### config.mk
export PLATFORM = sky130hd
export DESIGN_NAME = virtio_mmio_register_block
export DESIGN_NICKNAME = d
export VERILOG_FILES = /design/src/sv/vmmio_pkg.sv /design/src/sv/vmmio_ctrl.sv /design/src/sv/vmmio_dp.sv /design/src/sv/virtio_mmio_register_block.sv
export SDC_FILE = /design/constraint.sdc
export NUM_CORES = 1
export LEC_CHECK = 0
export BUFFER_PORTS_ARGS = -buffer_cell sky130_fd_sc_hd__clkbuf_2
export CAP_MARGIN = 20
export CORE_MARGIN = 3
export CORE_UTILIZATION = 40
export DETAILED_ROUTE_END_ITERATION = 8
export REMOVE_ABC_BUFFERS = 1
export SLEW_MARGIN = 20
export SYNTH_ARGS = -nofsm -noshare
export SYNTH_HDL_FRONTEND = slang
export SYNTH_SLANG_ARGS = --single-unit
export TNS_END_PERCENT = 20
### constraint.sdc
create_clock -name i_clk -period 7.7 [get_ports i_clk]
set_input_delay 0.77 -clock i_clk [delete_from_list [all_inputs] [get_ports i_clk]]
set_output_delay 0.77 -clock i_clk [all_outputs]
set_load 0.1 [all_outputs]
### src/sv/vmmio_pkg.sv
// ----------------------------------------------------------------------------
// vmmio_pkg
// Types, register offsets and codes of the virtio-mmio register block.
// ----------------------------------------------------------------------------
package vmmio_pkg;

    // Input item: one bus access or an interrupt event
    typedef struct packed {
        logic [1:0]  func;
        logic [11:0] reg_offset;
        logic [31:0] write_data;
        logic [3:0]  access_size;
    } t_item;

    // Result item: one per input item
    typedef struct packed {
        logic [31:0] read_data;
        logic [2:0]  error_code;
        logic        notify_valid;
        logic        notify_queue;
        logic        reset_done;
    } t_result;

    // Controller to datapath commands
    typedef struct packed {
        logic exec;
    } t_cmd;

    // Item functions
    localparam logic [1:0] FN_READ  = 2'd0;
    localparam logic [1:0] FN_WRITE = 2'd1;
    localparam logic [1:0] FN_IRQ   = 2'd2;

    // Error codes
    localparam logic [2:0] ERR_OK        = 3'd0;
    localparam logic [2:0] ERR_SIZE      = 3'd1;
    localparam logic [2:0] ERR_WO_READ   = 3'd2;
    localparam logic [2:0] ERR_RO_WRITE  = 3'd3;
    localparam logic [2:0] ERR_BAD_OFF   = 3'd4;
    localparam logic [2:0] ERR_CFG_SPACE = 3'd5;

    // Configuration register indexes
    localparam logic [2:0] CFG_DEVICE_ID  = 3'd0;
    localparam logic [2:0] CFG_VENDOR_ID  = 3'd1;
    localparam logic [2:0] CFG_FEATURES   = 3'd2;
    localparam logic [2:0] CFG_NUM_QUEUES = 3'd3;
    localparam logic [2:0] CFG_QUEUE_MAX  = 3'd4;

    // Register map (version 2)
    localparam logic [11:0] OFF_MAGIC         = 12'h000;
    localparam logic [11:0] OFF_VERSION       = 12'h004;
    localparam logic [11:0] OFF_DEVICE_ID     = 12'h008;
    localparam logic [11:0] OFF_VENDOR_ID     = 12'h00c;
    localparam logic [11:0] OFF_DEV_FEAT      = 12'h010;
    localparam logic [11:0] OFF_DEV_FEAT_SEL  = 12'h014;
    localparam logic [11:0] OFF_DRV_FEAT      = 12'h020;
    localparam logic [11:0] OFF_DRV_FEAT_SEL  = 12'h024;
    localparam logic [11:0] OFF_QUEUE_SEL     = 12'h030;
    localparam logic [11:0] OFF_QUEUE_NUM_MAX = 12'h034;
    localparam logic [11:0] OFF_QUEUE_NUM     = 12'h038;
    localparam logic [11:0] OFF_QUEUE_READY   = 12'h044;
    localparam logic [11:0] OFF_QUEUE_NOTIFY  = 12'h050;
    localparam logic [11:0] OFF_IRQ_STATUS    = 12'h060;
    localparam logic [11:0] OFF_IRQ_ACK       = 12'h064;
    localparam logic [11:0] OFF_STATUS        = 12'h070;
    localparam logic [11:0] OFF_DESC_LO       = 12'h080;
    localparam logic [11:0] OFF_DESC_HI       = 12'h084;
    localparam logic [11:0] OFF_AVAIL_LO      = 12'h090;
    localparam logic [11:0] OFF_AVAIL_HI      = 12'h094;
    localparam logic [11:0] OFF_USED_LO       = 12'h0a0;
    localparam logic [11:0] OFF_USED_HI       = 12'h0a4;
    localparam logic [11:0] OFF_CFG_GEN       = 12'h0fc;
    localparam logic [11:0] CONFIG_BASE       = 12'h100;

    // Fixed values
    localparam logic [31:0] MAGIC_WORD    = 32'h7472_6976;
    localparam logic [31:0] VERSION_WORD  = 32'd2;
    localparam logic [3:0]  ACCESS_BYTES  = 4'd4;
    localparam int          EVENT_IDX_BIT = 29;

    // Reset values of the configuration registers
    localparam logic [7:0]  RST_DEVICE_ID  = 8'd2;
    localparam logic [1:0]  RST_NUM_QUEUES = 2'd1;
    localparam logic [15:0] RST_QUEUE_MAX  = 16'd256;

endpackage

### src/sv/vmmio_ctrl.sv
// ----------------------------------------------------------------------------
// vmmio_ctrl
// Handshake controller: takes items, issues execute, strobes the result.
// ----------------------------------------------------------------------------
module vmmio_ctrl (
    input  logic              i_clk,
    input  logic              i_rst_n,
    input  logic              i_start,
    output logic              o_busy,
    output logic              o_done,
    output vmmio_pkg::t_cmd   o_cmd
);

    typedef enum logic [1:0] {
        S_IDLE = 2'b01,
        S_RESP = 2'b10
    } t_state;

    t_state r_state;
    t_state n_state;
    logic   accept;

    // No item is taken while reset is held
    assign o_busy = ~i_rst_n;
    assign accept = i_start & ~o_busy;

    // Datapath executes the item in the cycle it is taken
    assign o_cmd.exec = accept;

    // Result is shown in the cycle after the item was taken
    always_comb begin
        n_state = r_state;
        case (r_state)
            S_IDLE: begin
                if (accept) n_state = S_RESP;
            end
            S_RESP: begin
                if (!accept) n_state = S_IDLE;
            end
            default: n_state = S_IDLE;
        endcase
    end

    always_ff @(posedge i_clk) begin
        if (!i_rst_n) begin
            r_state <= S_IDLE;
        end else begin
            r_state <= n_state;
        end
    end

    assign o_done = (r_state == S_RESP);

endmodule

### src/sv/vmmio_dp.sv
// ----------------------------------------------------------------------------
// vmmio_dp
// Register file, access decode and result register of the register block.
// ----------------------------------------------------------------------------
module vmmio_dp #(
    parameter int MAX_QUEUES = 2
) (
    input  logic                i_clk,
    input  logic                i_rst_n,
    input  vmmio_pkg::t_cmd     i_cmd,
    input  vmmio_pkg::t_item    i_item,
    input  logic                i_cfg_we,
    input  logic [2:0]          i_cfg_index,
    input  logic [63:0]         i_cfg_data,
    output vmmio_pkg::t_result  o_result
);

    localparam int QW = (MAX_QUEUES > 1) ? $clog2(MAX_QUEUES) : 1;

    // Configuration registers
    logic [7:0]  r_dev_id;
    logic [31:0] r_vendor;
    logic [63:0] r_offered;
    logic [1:0]  r_num_q;
    logic [15:0] r_q_max;

    // Device state
    logic [31:0] r_status,   n_status;
    logic [31:0] r_irq,      n_irq;
    logic        r_dev_sel,  n_dev_sel;
    logic        r_drv_sel,  n_drv_sel;
    logic [63:0] r_drv_feat, n_drv_feat;
    logic [QW-1:0] r_sel,    n_sel;

    // Per-queue state
    logic [31:0] r_q_size  [MAX_QUEUES];
    logic [31:0] n_q_size  [MAX_QUEUES];
    logic [31:0] r_q_ready [MAX_QUEUES];
    logic [31:0] n_q_ready [MAX_QUEUES];
    logic [63:0] r_q_desc  [MAX_QUEUES];
    logic [63:0] n_q_desc  [MAX_QUEUES];
    logic [63:0] r_q_avail [MAX_QUEUES];
    logic [63:0] n_q_avail [MAX_QUEUES];
    logic [63:0] r_q_used  [MAX_QUEUES];
    logic [63:0] n_q_used  [MAX_QUEUES];
    logic [MAX_QUEUES-1:0] r_evidx, n_evidx;

    vmmio_pkg::t_result r_res, n_res;

    logic [MAX_QUEUES-1:0] q_live;
    logic [31:0]           wdata;
    logic                  idx_ok;
    logic [63:0]           feat_new;

    // Queue existence and write-value range check
    always_comb begin
        for (int i = 0; i < MAX_QUEUES; i++) begin
            q_live[i] = ({30'd0, r_num_q} > 32'(i));
        end
    end

    assign wdata  = i_item.write_data;
    assign idx_ok = (wdata < {30'd0, r_num_q}) && (wdata < 32'(MAX_QUEUES));
    assign feat_new = r_drv_feat | (r_drv_sel ? {wdata, 32'd0} : {32'd0, wdata});

    // Access decode and next state
    always_comb begin
        n_status   = r_status;
        n_irq      = r_irq;
        n_dev_sel  = r_dev_sel;
        n_drv_sel  = r_drv_sel;
        n_drv_feat = r_drv_feat;
        n_sel      = r_sel;
        n_q_size   = r_q_size;
        n_q_ready  = r_q_ready;
        n_q_desc   = r_q_desc;
        n_q_avail  = r_q_avail;
        n_q_used   = r_q_used;
        n_evidx    = r_evidx;
        n_res      = '0;

        if (i_cmd.exec) begin
            case (i_item.func)
                vmmio_pkg::FN_IRQ: begin
                    n_irq = r_irq | 32'd1;
                end
                vmmio_pkg::FN_READ, vmmio_pkg::FN_WRITE: begin
                    if (i_item.reg_offset >= vmmio_pkg::CONFIG_BASE) begin
                        n_res.error_code = vmmio_pkg::ERR_CFG_SPACE;
                    end else if (i_item.access_size != vmmio_pkg::ACCESS_BYTES) begin
                        n_res.error_code = vmmio_pkg::ERR_SIZE;
                    end else if (i_item.func == vmmio_pkg::FN_READ) begin
                        // Register reads
                        case (i_item.reg_offset)
                            vmmio_pkg::OFF_MAGIC:
                                n_res.read_data = vmmio_pkg::MAGIC_WORD;
                            vmmio_pkg::OFF_VERSION:
                                n_res.read_data = vmmio_pkg::VERSION_WORD;
                            vmmio_pkg::OFF_DEVICE_ID:
                                n_res.read_data = {24'd0, r_dev_id};
                            vmmio_pkg::OFF_VENDOR_ID:
                                n_res.read_data = r_vendor;
                            vmmio_pkg::OFF_DEV_FEAT:
                                n_res.read_data = r_dev_sel ? r_offered[63:32]
                                                            : r_offered[31:0];
                            vmmio_pkg::OFF_QUEUE_NUM_MAX:
                                n_res.read_data = {16'd0, r_q_max};
                            vmmio_pkg::OFF_QUEUE_READY:
                                n_res.read_data = r_q_ready[r_sel];
                            vmmio_pkg::OFF_IRQ_STATUS:
                                n_res.read_data = r_irq;
                            vmmio_pkg::OFF_STATUS:
                                n_res.read_data = r_status;
                            vmmio_pkg::OFF_CFG_GEN:
                                n_res.read_data = '0;
                            vmmio_pkg::OFF_DEV_FEAT_SEL, vmmio_pkg::OFF_DRV_FEAT,
                            vmmio_pkg::OFF_DRV_FEAT_SEL, vmmio_pkg::OFF_QUEUE_SEL,
                            vmmio_pkg::OFF_QUEUE_NUM, vmmio_pkg::OFF_QUEUE_NOTIFY,
                            vmmio_pkg::OFF_IRQ_ACK, vmmio_pkg::OFF_DESC_LO,
                            vmmio_pkg::OFF_DESC_HI, vmmio_pkg::OFF_AVAIL_LO,
                            vmmio_pkg::OFF_AVAIL_HI, vmmio_pkg::OFF_USED_LO,
                            vmmio_pkg::OFF_USED_HI:
                                n_res.error_code = vmmio_pkg::ERR_WO_READ;
                            default:
                                n_res.error_code = vmmio_pkg::ERR_BAD_OFF;
                        endcase
                    end else begin
                        // Register writes
                        case (i_item.reg_offset)
                            vmmio_pkg::OFF_DEV_FEAT_SEL: n_dev_sel = |wdata;
                            vmmio_pkg::OFF_DRV_FEAT: begin
                                n_drv_feat = feat_new;
                                if (feat_new[vmmio_pkg::EVENT_IDX_BIT]) begin
                                    n_evidx = r_evidx | q_live;
                                end
                            end
                            vmmio_pkg::OFF_DRV_FEAT_SEL: n_drv_sel = |wdata;
                            vmmio_pkg::OFF_QUEUE_SEL: begin
                                if (idx_ok) n_sel = wdata[QW-1:0];
                            end
                            vmmio_pkg::OFF_QUEUE_NUM:   n_q_size[r_sel]  = wdata;
                            vmmio_pkg::OFF_QUEUE_READY: n_q_ready[r_sel] = wdata;
                            vmmio_pkg::OFF_QUEUE_NOTIFY: begin
                                if (idx_ok) begin
                                    n_res.notify_valid = 1'b1;
                                    n_res.notify_queue = wdata[0];
                                end
                            end
                            vmmio_pkg::OFF_IRQ_ACK: n_irq = r_irq & ~wdata;
                            vmmio_pkg::OFF_STATUS: begin
                                n_status = wdata;
                                // Status zero resets the device side
                                if (wdata == '0) begin
                                    n_irq     = '0;
                                    n_q_size  = '{default: '0};
                                    n_q_ready = '{default: '0};
                                    n_q_desc  = '{default: '0};
                                    n_q_avail = '{default: '0};
                                    n_q_used  = '{default: '0};
                                    n_evidx   = '0;
                                    n_res.reset_done = 1'b1;
                                end
                            end
                            vmmio_pkg::OFF_DESC_LO:
                                n_q_desc[r_sel] = r_q_desc[r_sel] | {32'd0, wdata};
                            vmmio_pkg::OFF_DESC_HI:
                                n_q_desc[r_sel] = r_q_desc[r_sel] | {wdata, 32'd0};
                            vmmio_pkg::OFF_AVAIL_LO:
                                n_q_avail[r_sel] = r_q_avail[r_sel] | {32'd0, wdata};
                            vmmio_pkg::OFF_AVAIL_HI:
                                n_q_avail[r_sel] = r_q_avail[r_sel] | {wdata, 32'd0};
                            vmmio_pkg::OFF_USED_LO:
                                n_q_used[r_sel] = r_q_used[r_sel] | {32'd0, wdata};
                            vmmio_pkg::OFF_USED_HI:
                                n_q_used[r_sel] = r_q_used[r_sel] | {wdata, 32'd0};
                            vmmio_pkg::OFF_MAGIC, vmmio_pkg::OFF_VERSION,
                            vmmio_pkg::OFF_DEVICE_ID, vmmio_pkg::OFF_VENDOR_ID,
                            vmmio_pkg::OFF_DEV_FEAT, vmmio_pkg::OFF_QUEUE_NUM_MAX,
                            vmmio_pkg::OFF_IRQ_STATUS, vmmio_pkg::OFF_CFG_GEN:
                                n_res.error_code = vmmio_pkg::ERR_RO_WRITE;
                            default:
                                n_res.error_code = vmmio_pkg::ERR_BAD_OFF;
                        endcase
                    end
                end
                default: ;
            endcase
        end
    end

    // Configuration registers
    always_ff @(posedge i_clk) begin
        if (!i_rst_n) begin
            r_dev_id  <= vmmio_pkg::RST_DEVICE_ID;
            r_vendor  <= '0;
            r_offered <= '0;
            r_num_q   <= vmmio_pkg::RST_NUM_QUEUES;
            r_q_max   <= vmmio_pkg::RST_QUEUE_MAX;
        end else if (i_cfg_we) begin
            case (i_cfg_index)
                vmmio_pkg::CFG_DEVICE_ID:  r_dev_id  <= i_cfg_data[7:0];
                vmmio_pkg::CFG_VENDOR_ID:  r_vendor  <= i_cfg_data[31:0];
                vmmio_pkg::CFG_FEATURES:   r_offered <= i_cfg_data;
                vmmio_pkg::CFG_NUM_QUEUES: r_num_q   <= i_cfg_data[1:0];
                vmmio_pkg::CFG_QUEUE_MAX:  r_q_max   <= i_cfg_data[15:0];
                default: ;
            endcase
        end
    end

    // Device and queue state
    always_ff @(posedge i_clk) begin
        if (!i_rst_n) begin
            r_status   <= '0;
            r_irq      <= '0;
            r_dev_sel  <= 1'b0;
            r_drv_sel  <= 1'b0;
            r_drv_feat <= '0;
            r_sel      <= '0;
            r_q_size   <= '{default: '0};
            r_q_ready  <= '{default: '0};
            r_q_desc   <= '{default: '0};
            r_q_avail  <= '{default: '0};
            r_q_used   <= '{default: '0};
            r_evidx    <= '0;
        end else begin
            r_status   <= n_status;
            r_irq      <= n_irq;
            r_dev_sel  <= n_dev_sel;
            r_drv_sel  <= n_drv_sel;
            r_drv_feat <= n_drv_feat;
            r_sel      <= n_sel;
            r_q_size   <= n_q_size;
            r_q_ready  <= n_q_ready;
            r_q_desc   <= n_q_desc;
            r_q_avail  <= n_q_avail;
            r_q_used   <= n_q_used;
            r_evidx    <= n_evidx;
        end
    end

    // Result register
    always_ff @(posedge i_clk) begin
        r_res <= n_res;
    end

    assign o_result = r_res;

endmodule

### src/sv/virtio_mmio_register_block.sv
// ----------------------------------------------------------------------------
// virtio_mmio_register_block
// Register side of a virtio-mmio transport (version 2 register map).
// ----------------------------------------------------------------------------
//  Channel   Handshake                     Payload
//  --------  ----------------------------  --------------------------------
//  item in   start && !busy                i_item   (vmmio_pkg::t_item)
//  result    o_done, one cycle, no stall   o_result (vmmio_pkg::t_result)
//  config    i_cfg_valid && o_cfg_ready    i_cfg_index, i_cfg_data
//
//  One item per cycle: decode and state update happen in the cycle the item
//  is taken, and its result is strobed on o_done in the following cycle.
//  The register update path from the item to the state registers sets that.
//  busy is high only while reset is held.
//  Config writes are taken every cycle (o_cfg_ready is always high).
// ----------------------------------------------------------------------------
module virtio_mmio_register_block #(
    parameter int MAX_QUEUES = 2
) (
    input  logic               i_clk,
    input  logic               i_rst_n,
    input  logic               start,
    output logic               busy,
    input  vmmio_pkg::t_item   i_item,
    output logic               o_done,
    output vmmio_pkg::t_result o_result,
    input  logic               i_cfg_valid,
    output logic               o_cfg_ready,
    input  logic [2:0]         i_cfg_index,
    input  logic [63:0]        i_cfg_data
);

    vmmio_pkg::t_cmd cmd;

    assign o_cfg_ready = 1'b1;

    vmmio_ctrl u_ctrl (
        .i_clk   (i_clk),
        .i_rst_n (i_rst_n),
        .i_start (start),
        .o_busy  (busy),
        .o_done  (o_done),
        .o_cmd   (cmd)
    );

    vmmio_dp #(
        .MAX_QUEUES (MAX_QUEUES)
    ) u_dp (
        .i_clk       (i_clk),
        .i_rst_n     (i_rst_n),
        .i_cmd       (cmd),
        .i_item      (i_item),
        .i_cfg_we    (i_cfg_valid & o_cfg_ready),
        .i_cfg_index (i_cfg_index),
        .i_cfg_data  (i_cfg_data),
        .o_result    (o_result)
    );

endmodule

# Word-level counts from Yosys, hierarchy flattened
# Index checks and enable logic that the tools add are counted.
[op_classes] n_lt_le_gt_ge=5 n_eq_ne=39 n_mux=26 bitwise_logic=14 reduce_logical=33
[ops] operator="2-to-1 mux 32 bit" count=9
[ops] operator="one-hot mux 32 bit (9 select lines)" count=1
[ops] operator="one-hot mux 32 bit (2 select lines)" count=2
[ops] operator="one-hot mux 64 bit (2 select lines)" count=1
[ops] operator="equality test 12 x 8 -> 1 bit, second input constant" count=7
[ops] operator="bitwise mux 64 bit" count=1
[ops] operator="2-to-1 mux 64 bit" count=1
[ops] operator="equality test 12 x 6 -> 1 bit, second input constant" count=5
[ops] operator="equality test 12 x 7 -> 1 bit, second input constant" count=5
[ops] operator="AND 32 bit" count=1
[ops] operator="demux 32 bit (select 1 bit)" count=1
[ops] operator="logical NOT 32 bit" count=1
[ops] operator="< comparator 32 x 2 -> 1 bit" count=1
[ops] operator="< comparator 32 x 2 -> 1 bit, second input constant" count=1
[ops] operator="NOT 32 bit" count=1
[ops] operator="OR reduction 32 bit" count=1
[ops] operator="equality test 12 x 4 -> 1 bit, second input constant" count=2
[ops] operator="equality test 12 x 5 -> 1 bit, second input constant" count=2
[ops] operator="AND reduction 7 bit" count=3
[ops] operator="OR reduction 15 bit" count=1
[ops] operator="AND reduction 2 bit" count=7
[ops] operator="OR reduction 13 bit" count=1
[ops] operator="equality test 12 x 3 -> 1 bit, second input constant" count=1
[ops] operator="greater-or-equal comparator 12 x 9 -> 1 bit, second input constant" count=1
[ops] operator="other kinds (34)" count=60
[word_totals] regBits=292 inputBits=121 output_inout_bits=41 word_cells=136

# Depth between registers and ports, before layout
# Gate-level depths: netlist of the first run.
[depth] depth_word=7 depth_mapped=8

# Cells and area by module
# A second synthesis of the first run with hierarchy kept.
[hier_totals] cells_unflattened=1670 area_unflattened_um2=13345.3
[modules_own_cells] module="vmmio_dp" n_inst=1 cells_per_inst=1660 area_each_um2=13259.0 seq_area_each_um2=5805.6
[modules_own_cells] module="vmmio_ctrl" n_inst=1 cells_per_inst=8 area_each_um2=75.1 seq_area_each_um2=40.0
[modules_own_cells] module="virtio_mmio_register_block" n_inst=1 cells_per_inst=2 area_each_um2=11.3 seq_area_each_um2=0.0

# Worst setup path before layout of the first run
# Ideal clock, no wire load.
[synth_timing] kind="input port to flip-flop" startpoint="in i_item[45] in the netlist's numbering" endpoint="reg u_dp.r_irq[10]" setup_time_ps=115 arrival_time_ps=3243 required_ps=7585 path_slack_ps=4342 stages=8 n_path_buf=2 path_cell_list="or4_1 buf_2 nor4_4 or4b_1 a2111oi_4 buf_4 o31ai_1 and3_1"
[synth_via] elab_chain_len=6
[synth_rtl] element="from (decl)" line_no="virtio_mmio_register_block.sv:24" rtl="input vmmio_pkg::t_item i_item,"
[synth_rtl] element="equality test 12 x 7 -> 1 bit, on equally long branches"
[synth_rtl] element="one-hot mux 32 bit (2 select lines)" line_no="vmmio_dp.sv:129" rtl="case (i_item.reg_offset)"
[synth_rtl] element="2-to-1 mux 32 bit" line_no="vmmio_dp.sv:92" rtl="end else if (i_item.func == vmmio_pkg::FN_READ) begin"
[synth_rtl] element="2-to-1 mux 32 bit" line_no="vmmio_dp.sv:90" rtl="end else if (i_item.access_size != vmmio_pkg::ACCESS_BYTES) begin"
[synth_rtl] element="2-to-1 mux 32 bit" line_no="vmmio_dp.sv:88" rtl="if (i_item.reg_offset >= vmmio_pkg::CONFIG_BASE) begin"
[synth_rtl] element="one-hot mux 32 bit (2 select lines)" line_no="vmmio_dp.sv:83" rtl="case (i_item.func)"
[synth_rtl] element="to (signal assigned)" line_no="vmmio_dp.sv:228" rtl="r_irq <= n_irq;"
[synth_rtl] element="to (decl)" line_no="vmmio_dp.sv:29" rtl="logic [31:0] r_irq, n_irq;"
# Several ways; a longest one is shown, not always the timed one. The select of a mux whose other input is x is not followed.
# A chain may end at the register's enable or synchronous reset.

# Worst setup path after layout of the first run
[layout_timing] startpoint="in i_item[45] in the netlist's numbering" endpoint="reg u_dp.r_irq[4]"
# Same word-level chain as after synthesis.

==> results of run 1 <==
## layout by cell type (no fill, tap or decap), types with 20 or more instances in the layout
master	netlist	layout
a221oi_1	21	21
clkbuf_2	0	159
clkbuf_16	0	31
mux2i_1	36	36
o21ai_0	70	70
dfxtp_1	292	290
mux2_2	34	34
nor2_1	37	31
a222oi_1	20	20
and3_1	34	34
buf_4	4	22
a21oi_1	189	187
o31ai_1	31	31
nand2_1	451	451
## per-stage QoR
| stage | util | instances |
|---|---|---|
| finish | 0.482 | 1977 |
| CTS | 0.482 | 1977 |
| detailed placement | 0.448 | 1922 |
| floorplan | - | 1356 |
| global placement | 0.448 | 1922 |
| global route | 0.482 | 1977 |
## worst max-delay path, delay by kind of cell
kind,cells,cell delay [ns]
simple gates,4,1.86
buf+inv,3,0.98
compound gates,2,0.46
## synth_stat cells, types with 2 or more instances
master     number  share of area
mux2i_1        36          0.030
nor2b_1         5         0.0026
buf_4           4         0.0025
o31ai_1        31          0.019
or3_1           3         0.0016
a31oi_1        10         0.0052
and3_1         34          0.018
o21ai_0        70          0.029
nor3_1         13         0.0054
o22a_1          5         0.0037
o32ai_1         3         0.0022
a222oi_1       20          0.017
inv_1           8         0.0025
nand2b_1        4         0.0021
or4b_1          2         0.0017
nand4_1         4         0.0021
mux2_2         34          0.032
buf_1           5         0.0016
a22oi_1        13         0.0082
nand3_1        15         0.0063
ha_1            5         0.0052
nor2_1         37          0.012
and4_1          2         0.0015
a21oi_1       189          0.079
o21ai_1         2        0.00084
nor4_1         14         0.0073
a2111oi_0       2         0.0015
clkbuf_1      101          0.032
or2_2           3         0.0016
or4_1           3         0.0019
o22ai_1         6         0.0031
dfxtp_1       292           0.49
nand2_1       451           0.14
and2_1          4         0.0021
o21a_1          2         0.0013
nand4b_1        2         0.0015
a221oi_1       21          0.015
## kinds of logic after synthesis
family / after synthesis / synth area share
AO/OA/AOI/OAI: 379 / 0.191
XOR/XNOR: 2 / 0.00147
adder cells (fa/ha/maj): 5 / 0.00524
buffers and inverters: 120 / 0.0391
flip-flops: 292 / 0.489
multiplexers: 70 / 0.0622
other: 1 / 0.000314
AND/OR/NAND/NOR: 598 / 0.211
## power by group through the flow
stage | clock network, mW | logic [mW] | registers [mW]
floorplan | 0 | 0.0592 | 1.57
global placement | 0 | 0.151 | 1.57
detailed placement | 0 | 0.152 | 1.57
CTS | 1.49 | 0.153 | 1.53
global route | 1.55 | 0.168 | 1.53
finish | 1.47 | 0.153 | 1.53
## state kept, by name (all words and copies together) (netlist names)
signal,flops
u_dp.r_num_q,2
u_dp.r_q_ready,64
u_dp.r_sel,1
u_dp.r_dev_sel,1
u_dp.r_offered,64
u_dp.r_dev_id,8
u_dp.o_result,38
u_dp.r_q_max,16
u_dp.r_irq,32
u_dp.r_vendor,32
u_dp.r_status,32
u_ctrl.r_state,2
## per-layer routing
metal,global-route usage,part of all wire
met2,0.370,0.45
met3,0.0468,0.077
met1,0.314,0.45
met4,0.0636,0.025
met5,0,0.0013
## worst min path at each step
stage,cells past startpoint,to,startpoint
final,3,u_dp.r_offered[60],i_cfg_data[60]
after global routing,3,u_dp.r_offered[60],i_cfg_data[60]
after CTS,3,u_dp.r_offered[60],i_cfg_data[60]
after detailed placement,2,u_dp.r_q_ready[28],u_dp.r_q_ready[28]
after global placement,2,u_dp.r_q_ready[28],u_dp.r_q_ready[28]
after floorplan,2,u_dp.r_q_ready[28],u_dp.r_q_ready[28]
## area by class of cell
class	instances	area, um2	area share
Multi-Input combinational cell	1055	5700	0.406
Timing Repair Buffer	182	966	0.0688
Clock inverter	13	124	0.00883
Clock buffer	42	877	0.0625
Sequential cell	292	5850	0.417
Tap cell	384	480	0.0342
Inverter	9	36.3	0.00259
==> qor.yml, run 1 <==
setup_path:
  cpPeakStageDelay_ns: 0.72
  r2r.worst_path.cells: 4
  required_ns: 8.14
  r2r-end: "u_dp.o_result[16]"
  endpoint_kind: "flip-flop"
  worstPathMaxFanout: 37
  ff2ff_setup_slack_ns: 5.38
  crit_path_start: "i_item[45]"
  crit_arrival_ns: 4.10
  r2r-start: "u_dp.r_dev_sel"
  cp_slowest_cell: "or4_1"
  cpMostUsedCell: "buf_4"
  worstSetupPathType: "input port to flip-flop"
  path_cells: "clkbuf_2 > or4_1 > nor4_4 > buf_4 > or4b_1 > a2111oi_4 > buf_4 > o31ai_1 > and3_1"
  start_kind: "input port"
  crit_path_end: "u_dp.r_irq[4]"
sta:
  tightest_slew_ns: 1.11
  slew_headroom: 0.260
  clock_skew_ns: 0.0205
  finalSetupViolations: 0
  min_period_ns: 3.66
  max_freq_ghz: 0.273
  holdWs_ns: 0.424
  rsz0062_at_grt: "false"
  slew_viol_final: 0
  hold_viol: 0
  timing.final.crit_share: 0.475
  tns_ns: 0
  worst_slack_ns: 4.04
drt:
  drtAntennaViolNets: 0
  drtPass1Iterations: 6
  route.detailed.wl_per_inst_um: 19.1
  vias_per_cell: 5.58
  drc: 0
  num_vias: 11000
  drt-initial-drc-count: 971
  drt-total-wl_um: 37800
clock_tree:
  cts-resized-gates: 0
  clkLatencyLatePin_ns: 0.56
  root_buffer: "clkbuf_16"
  clk_pin_slew_worst_paths_ns: 0.06
  clock_path_buffers: 3
  cts_buffers: 31
  h-tree-depth: 1
  cts_hold_buf: 0
  cts_tree: "yes"
  post_cts_buffers: 0
  cts.sinks: 292
logic_synthesis:
  ys_seq_area_frac: 0.489
  yosysUniqueCellTypes: 49
  synth_flop_cell: "dfxtp_1"
  ys_seq_elements: 292
  syn_avg_cell_area_um2: 8.15
  synth_edf_count: 0
  ys_warn_count: 0
  synthArstFlopShare: 0
  synth.cell_area_um2: 11900
  synthCells: 1467
power_and_ir_drop:
  internal_power_mw: 2.43
  p_switching_uw: 726
  finalPower_mw: 3.16
  p_clk_frac: 0.465
  power_frac_comb: 0.049
  swShare: 0.230
  p_per_area_nw_per_um2: 225
  p_leak_nw: 4.95
  vdd_drop_max_mv: 0.172
  seq_power_share: 0.486
finish:
  antenna_cells: 0
  nets: 1697
  drive_gt1_frac: 0.181
  fillers: 2910
  stdcell_area_um2: 14000
  syn2layout_area_growth_pct: 17.5
global_routing:
  grt_overflow: 0
  antenna_found_initial: 4
  grt_pass1_vias: 10500
  grt_start_max_net_pins: 87
  grt_pass1_wl_um: 58500
  grt_use_total: 0.230
outcome:
  status: "finished, final reports clean"
hold_path:
  hold_path.class: "input port to flip-flop"
placement:
  place_area_um2: 13000
  pre_cts_ws_ns: 3.50
  place_congestion: 0.849
  dp_hpwl_um: 23100
  portBuffers: 160
floorplan:
  num_rows: 62
  core_area_um2: 29100
  dieArea_um2: 32000
  start_util: 0.411
  die_x_um: 179
  io_pins: 162
  die_h_um: 179
flow_run:
  cap_viol_max_count: 0
(Power assumes the default switching activity.)
==> run 2: changes to the inputs <==
ABC_AREA = 1   (was default)
clock period = 3.19 ns   (was 7.7 ns; I/O delays follow)
==> qor.yml, run 2 <==
placement:
  portBuffers: 160  # unchanged
  dp_hpwl_um: 24300  # +5.2%
  place_area_um2: 13500  # +3.9%
  place_congestion: 0.866  # +2.0%
clock_tree:
  root_buffer: "clkbuf_16"
  cts_buffers: 34  # +9.7%
  clk_pin_slew_worst_paths_ns: 0.06  # about the same
  post_cts_buffers: 0  # unchanged
  h-tree-depth: 2  # +1
  cts.sinks: 292  # unchanged
  cts_hold_buf: 0  # unchanged
  cts_tree: "yes"
  cts-resized-gates: 0  # unchanged
  clock_path_buffers: 3  # unchanged
  clkLatencyLatePin_ns: 0.51  # -0.05 ns
setup_path:
  crit_arrival_ns: 2.37  # -1.73 ns
  worstSetupPathType: "flip-flop to flip-flop"
  start_kind: "flip-flop"
  cpPeakStageDelay_ns: 0.87  # +0.15 ns
  endpoint_kind: "flip-flop"
  path_cells: "buf_4 > o21ai_0 > nand2_1 > o21ai_0 > nor3_1 > nor2_1"
  required_ns: 3.55  # -4.59 ns
  worstPathMaxFanout: 34  # -8.1%
  cp_slowest_cell: "dfxtp_2"
  cpMostUsedCell: "o21ai_0"
power_and_ir_drop:
  vdd_drop_max_mv: 0.326  # +90%
  p_leak_nw: 6.05  # +22%
  p_per_area_nw_per_um2: 549  # +140%
drt:
  drtAntennaViolNets: 0  # unchanged
  drc: 0  # unchanged
  num_vias: 11800  # +6.8%
  drtPass1Iterations: 5  # -1
  drt-total-wl_um: 37400  # -1.2%
  drt-initial-drc-count: 641  # -34%
  route.detailed.wl_per_inst_um: 16.0  # -16%
  vias_per_cell: 5.04  # -9.7%
global_routing:
  grt_start_max_net_pins: 191  # +120%
  grt_pass1_wl_um: 59000  # +0.81%
  grt_pass1_vias: 11200  # +7.1%
  grt_overflow: 0  # unchanged
  antenna_found_initial: 1  # -3
  grt_use_total: 0.218  # -0.0120
finish:
  antenna_cells: 0  # unchanged
  layout.cells.most_common: "nand2_1"
  syn2layout_area_growth_pct: 17.9
  layout_common_cells: "nand2_1 (445), nor2_1 (319), dfxtp_1 (291)"
  drive_gt1_frac: 0.145  # -0.0360
  nets: 2047  # +21%
  stdcell_area_um2: 14700  # +4.7%
sta:
  tns_ns: 0  # unchanged
  tightest_slew_ns: 0.965  # -0.144 ns
  rsz0062_at_grt: "false"
  hold_viol: 0  # unchanged
  slew_viol_final: 0  # unchanged
  min_period_ns: 2.01
  holdWs_ns: 0.0284  # -0.396 ns
  timing.final.crit_share: 0.630
  slew_headroom: 0.357  # +0.0966
  clock_skew_ns: 0.0153  # -0.00522 ns
  max_freq_ghz: 0.498
  finalSetupViolations: 0  # unchanged
floorplan:
  core_area_um2: 30200  # +3.8%
  io_pins: 162  # unchanged
  die_x_um: 183  # +2.1%
  num_rows: 63  # +1.6%
  dieArea_um2: 33300  # +4.1%
  start_util: 0.413  # +0.00203
  die_h_um: 183  # +2.1%
logic_synthesis:
  netlist.area_leader.share: 0.469  # -0.0201
  synth_area_leaders: "dfxtp_1 (47%), nand2_1 (13%), nor2_1 (9.7%)"
  synth.cell_area_um2: 12500  # +4.3%
  synth_edf_count: 0  # unchanged
  ys_seq_elements: 292  # unchanged
  yosysUniqueCellTypes: 32  # -35%
  synth_top_cell_by_area: "dfxtp_1"
  synth_common_cells: "nand2_1 (445), nor2_1 (321), dfxtp_1 (292), o21ai_0 (217), a21oi_1 (149)"
  synthArstFlopShare: 0  # unchanged
  synthCells: 1801  # +23%
  synth_flop_cell: "dfxtp_1"
  ys_seq_area_frac: 0.469  # -0.0201
  yosysMostFrequentCell: "nand2_1"
  ys_warn_count: 0  # unchanged
  syn_avg_cell_area_um2: 6.92  # -15%
flow_run:
  cap_viol_max_count: 0  # unchanged
hold_path:
  hold_path.class: "input port to flip-flop"
outcome:
  status: "finished, final reports clean"
-- run 2: cell types whose count changed in the layout (fill, tap and decap cells not counted), moves of 30 or more --
cell     previous run  this run
o31ai_1            31         1
nor2_1             31       319
and3_1             34         0
mux2i_1            36         6
o21ai_0            70       217
a21oi_1           187       149
mux2_2             34         0
nor3_1             10        44
inv_1               8       111
-- run 2: metal layers --
metal / part of all wire / vias up / GRT usage
li1: - / 5993 / -
met1: 0.44 / 5378 / 0.288
met2: 0.46 / 346 / 0.362
met3: 0.071 / 59 / 0.0421
met4: 0.026 / 2 / 0.0661
met5: 0.00035 / - / 0
-- run 2: worst max-delay path, delay by kind of cell, from the launching register on --
family / cells / cell delay [ns]
AOI/OAI and AO/OA: 2 / 0.24
buffers and inverters: 1 / 0.42
DFF: 1 / 0.87
and+or+nand+nor: 3 / 0.34
-- run 2: per-stage QoR --
stage	std cells	util	total power [mW]	setup WS, ns
after detailed placement	2275	0.448	4.20	0.768
final	2336	0.487	8.07	1.18
after global placement	2275	0.448	4.20	0.867
after global routing	2336	0.487	8.34	0.982
after CTS	2336	0.487	8.15	1.19
after floorplan	1693	-	3.98	0.223
-- run 2: where the power goes --
part | leakage [nW] | switching [mW] | internal, mW
Sequential | 2.36 | 0.0202 | 3.70
Combinational | 3.11 | 0.271 | 0.127
Clock | 0.579 | 1.53 | 2.42
Total | 6.05 | 1.82 | 6.25
-- run 2: cell families after synthesis --
| family | Yosys count | share of synthesized area |
|---|---|---|
| compound gates | 384 | 0.159 |
| fa+ha+maj | 5 | 0.00502 |
| buf+inv | 227 | 0.0756 |
| flops | 292 | 0.469 |
| mux | 6 | 0.00482 |
| other cells | 1 | 0.000301 |
| simple gates | 886 | 0.287 |
-- run 2: worst paths after layout --
kind / from / end / slack (ns) / cells after the start
worst min-delay path: i_cfg_data[34] / u_dp.r_offered[34] / 0.03 / 3
worst max-delay path: u_dp.r_dev_sel / u_dp.o_result[24] / 1.18 / 6
worst min register to register: u_dp.r_irq[25] / u_dp.r_irq[25] / 0.43 / 2
worst max register to register: u_dp.r_dev_sel / u_dp.o_result[24] / 1.18 / 6
-- run 2: cell type report --
cell class / instances / area, um2
Sequential cell: 292 / 5850
Inverter: 119 / 448
Fill cell: 3119 / 15500
Timing Repair Buffer: 192 / 1070
Multi-Input combinational cell: 1282 / 5690
Tap cell: 390 / 488
Clock inverter: 9 / 73.8
Clock buffer: 52 / 1080
==> run 3: changes to the inputs <==
clock period = 1.8 ns   (was 3.19 ns; I/O delays follow)
==> qor.yml, run 3 (synthesis gave the netlist of run 2 again) <==
outcome:
  status: "finished, final reports clean"
placement:
  place_congestion: 0.856  # -1.1%
  place_area_um2: 14200  # +5.0%
  portBuffers: 160  # unchanged
  dp_hpwl_um: 26100  # +7.3%
  place_inst: 2332  # +2.5%
floorplan:
  num_rows: 63  # unchanged
  core_area_um2: 30200  # unchanged
  die_h_um: 183  # unchanged
  io_pins: 162  # unchanged
  dieArea_um2: 33300  # unchanged
  start_util: 0.413  # unchanged
  die_x_um: 183  # unchanged
clock_tree:
  clk_pin_slew_worst_paths_ns: 0.06  # about the same
  post_cts_buffers: 0  # unchanged
  cts_buffers: 31  # -8.8%
  cts_tree: "yes"
  clkLatencyLatePin_ns: 0.56  # +0.05 ns
  clock_path_buffers: 3  # unchanged
  cts.sinks: 292  # unchanged
  root_buffer: "clkbuf_16"
  h-tree-depth: 1  # -1
sta:
  slew_viol_final: 0  # unchanged
  tns_ns: 0  # unchanged
  min_period_ns: 1.71
  holdWs_ns: 0.0239  # -0.00449 ns
  tightest_slew_ns: 0.573  # -0.392 ns
  hold_viol: 0  # unchanged
  timing.final.crit_share: 0.947
  max_freq_ghz: 0.586
  finalSetupViolations: 0  # unchanged
  clock_skew_ns: 0.0135  # -0.00176 ns
  slew_headroom: 0.617  # +0.260
finish:
  layout_common_cells: "nand2_1 (443), nor2_1 (312), dfxtp_1 (291)"
  layout.cells.most_common: "nand2_1"
  stdcell_area_um2: 16100  # +9.5%
  syn2layout_area_growth_pct: 29.1
  multi_input_area_um2: 5730  # +0.70%
  fillers: 2968  # -4.8%
  ff_latch_area_um2: 5850  # unchanged
  drive_gt1_frac: 0.167  # +0.0212
  antenna_cells: 0  # unchanged
  nets: 2175  # +6.3%
  stdcell_count: 2461  # +5.4%
power_and_ir_drop:
  p_leak_nw: 6.68  # +10%
  finalPower_mw: 13.9  # +72%
  vdd_drop_max_mv: 0.695  # +110%
  p_per_area_nw_per_um2: 862  # +57%
setup_path:
  endpoint_kind: "flip-flop"
  required_ns: 2.22  # -1.33 ns
  crit_arrival_ns: 2.12  # -0.25 ns
  start_kind: "input port"
  worstSetupPathType: "input port to flip-flop"
  worstPathMaxFanout: 6  # -82%
drt:
  drt-initial-drc-count: 892  # +39%
  vias_per_cell: 5.01  # -0.60%
  num_vias: 12300  # +4.7%
  drc: 0  # unchanged
  drt-total-wl_um: 39000  # +4.3%
  drtPass1Iterations: 5  # unchanged
  drtAntennaViolNets: 0  # unchanged
  route.detailed.wl_per_inst_um: 15.8  # -0.97%
global_routing:
  grt_overflow: 0  # unchanged
  grt_pass1_vias: 11600  # +3.7%
  grt_pass1_wl_um: 61600  # +4.4%
  antenna_found_initial: 0  # -1
  grt_use_total: 0.227  # +0.00857
  grt_start_max_net_pins: 91  # -52%
flow_run:
  cap_viol_max_count: 0  # unchanged
hold_path:
  hold_path.class: "input port to flip-flop"
==> run 3: changes by cell type in the layout (fill, tap and decap cells not counted), sizes merged <==
cell	previous run	this run
clkinv	12	8
dlygate4sd3	0	75
inv	115	116
clkbuf	211	203
buf	33	92
clkinvlp	0	1
dlymetal6s4s	0	1
==> run 3: per-layer routing <==
layer / vias up / GRT usage / share of wire
met4: 0 / 0.0521 / 0.019
met2: 355 / 0.387 / 0.47
met1: 5664 / 0.307 / 0.46
met5: - / 0 / 0
li1: 6265 / - / -
met3: 50 / 0.0289 / 0.052
==> run 3: repair_timing <==
item | in CTS | in global routing
endpoints found under the hold margin | 151 | 0
resized for setup | 0 | 19
setup endpoints to repair | 0 | 88
hold buffers | 76 | 0
==> run 3: stage by stage <==
step / util / worst slack [ns]
after floorplan: - / -1.03
after global placement: 0.471 / -0.0832
after detailed placement: 0.471 / -0.0665
after CTS: 0.530 / 0.0642
after global routing: 0.533 / -0.0130
final: 0.533 / 0.0949
==> run 3: power breakdown <==
part / switching, mW / total [mW] / leakage, nW / internal (mW)
logic: 0.530 / 0.915 / 3.81 / 0.385
clock network: 2.60 / 6.35 / 0.504 / 3.74
registers: 0.0369 / 6.60 / 2.36 / 6.56
total: 3.17 / 13.9 / 6.68 / 10.7
==> run 3: final cells by class <==
class,instances,area share
Tap cell,390,0.0303
Clock inverter,7,0.00428
Timing Repair Buffer,323,0.159
Multi-Input combinational cell,1282,0.356
Clock buffer,48,0.0590
Sequential cell,292,0.364
Inverter,119,0.0279
==> run 3: critical path, stage by stage <==
cell and delay [ns]:
dlygate4sd3_1 0.53, clkbuf_2 0.15, inv_1 0.08, nand3_1 0.09, nor2_2 0.10, buf_4 0.12
nand2_1 0.05, o21ai_2 0.20, buf_6 0.14, nand3_4 0.14, clkbuf_16 0.22, nand2_1 0.06
a21oi_1 0.05
==> run 3: path summary, 6_finish.rpt <==
check                 startpoint                 end  slack, ns  cells after the start
setup / recovery      i_item[16]  u_dp.r_q_ready[35]       0.09                     13
hold reg to reg   u_dp.r_irq[19]      u_dp.r_irq[19]       0.43                      2
setup reg to reg      u_dp.r_sel  u_dp.r_q_ready[32]       0.18                      6
hold / removal        i_item[14]   u_dp.r_status[10]       0.02                      4
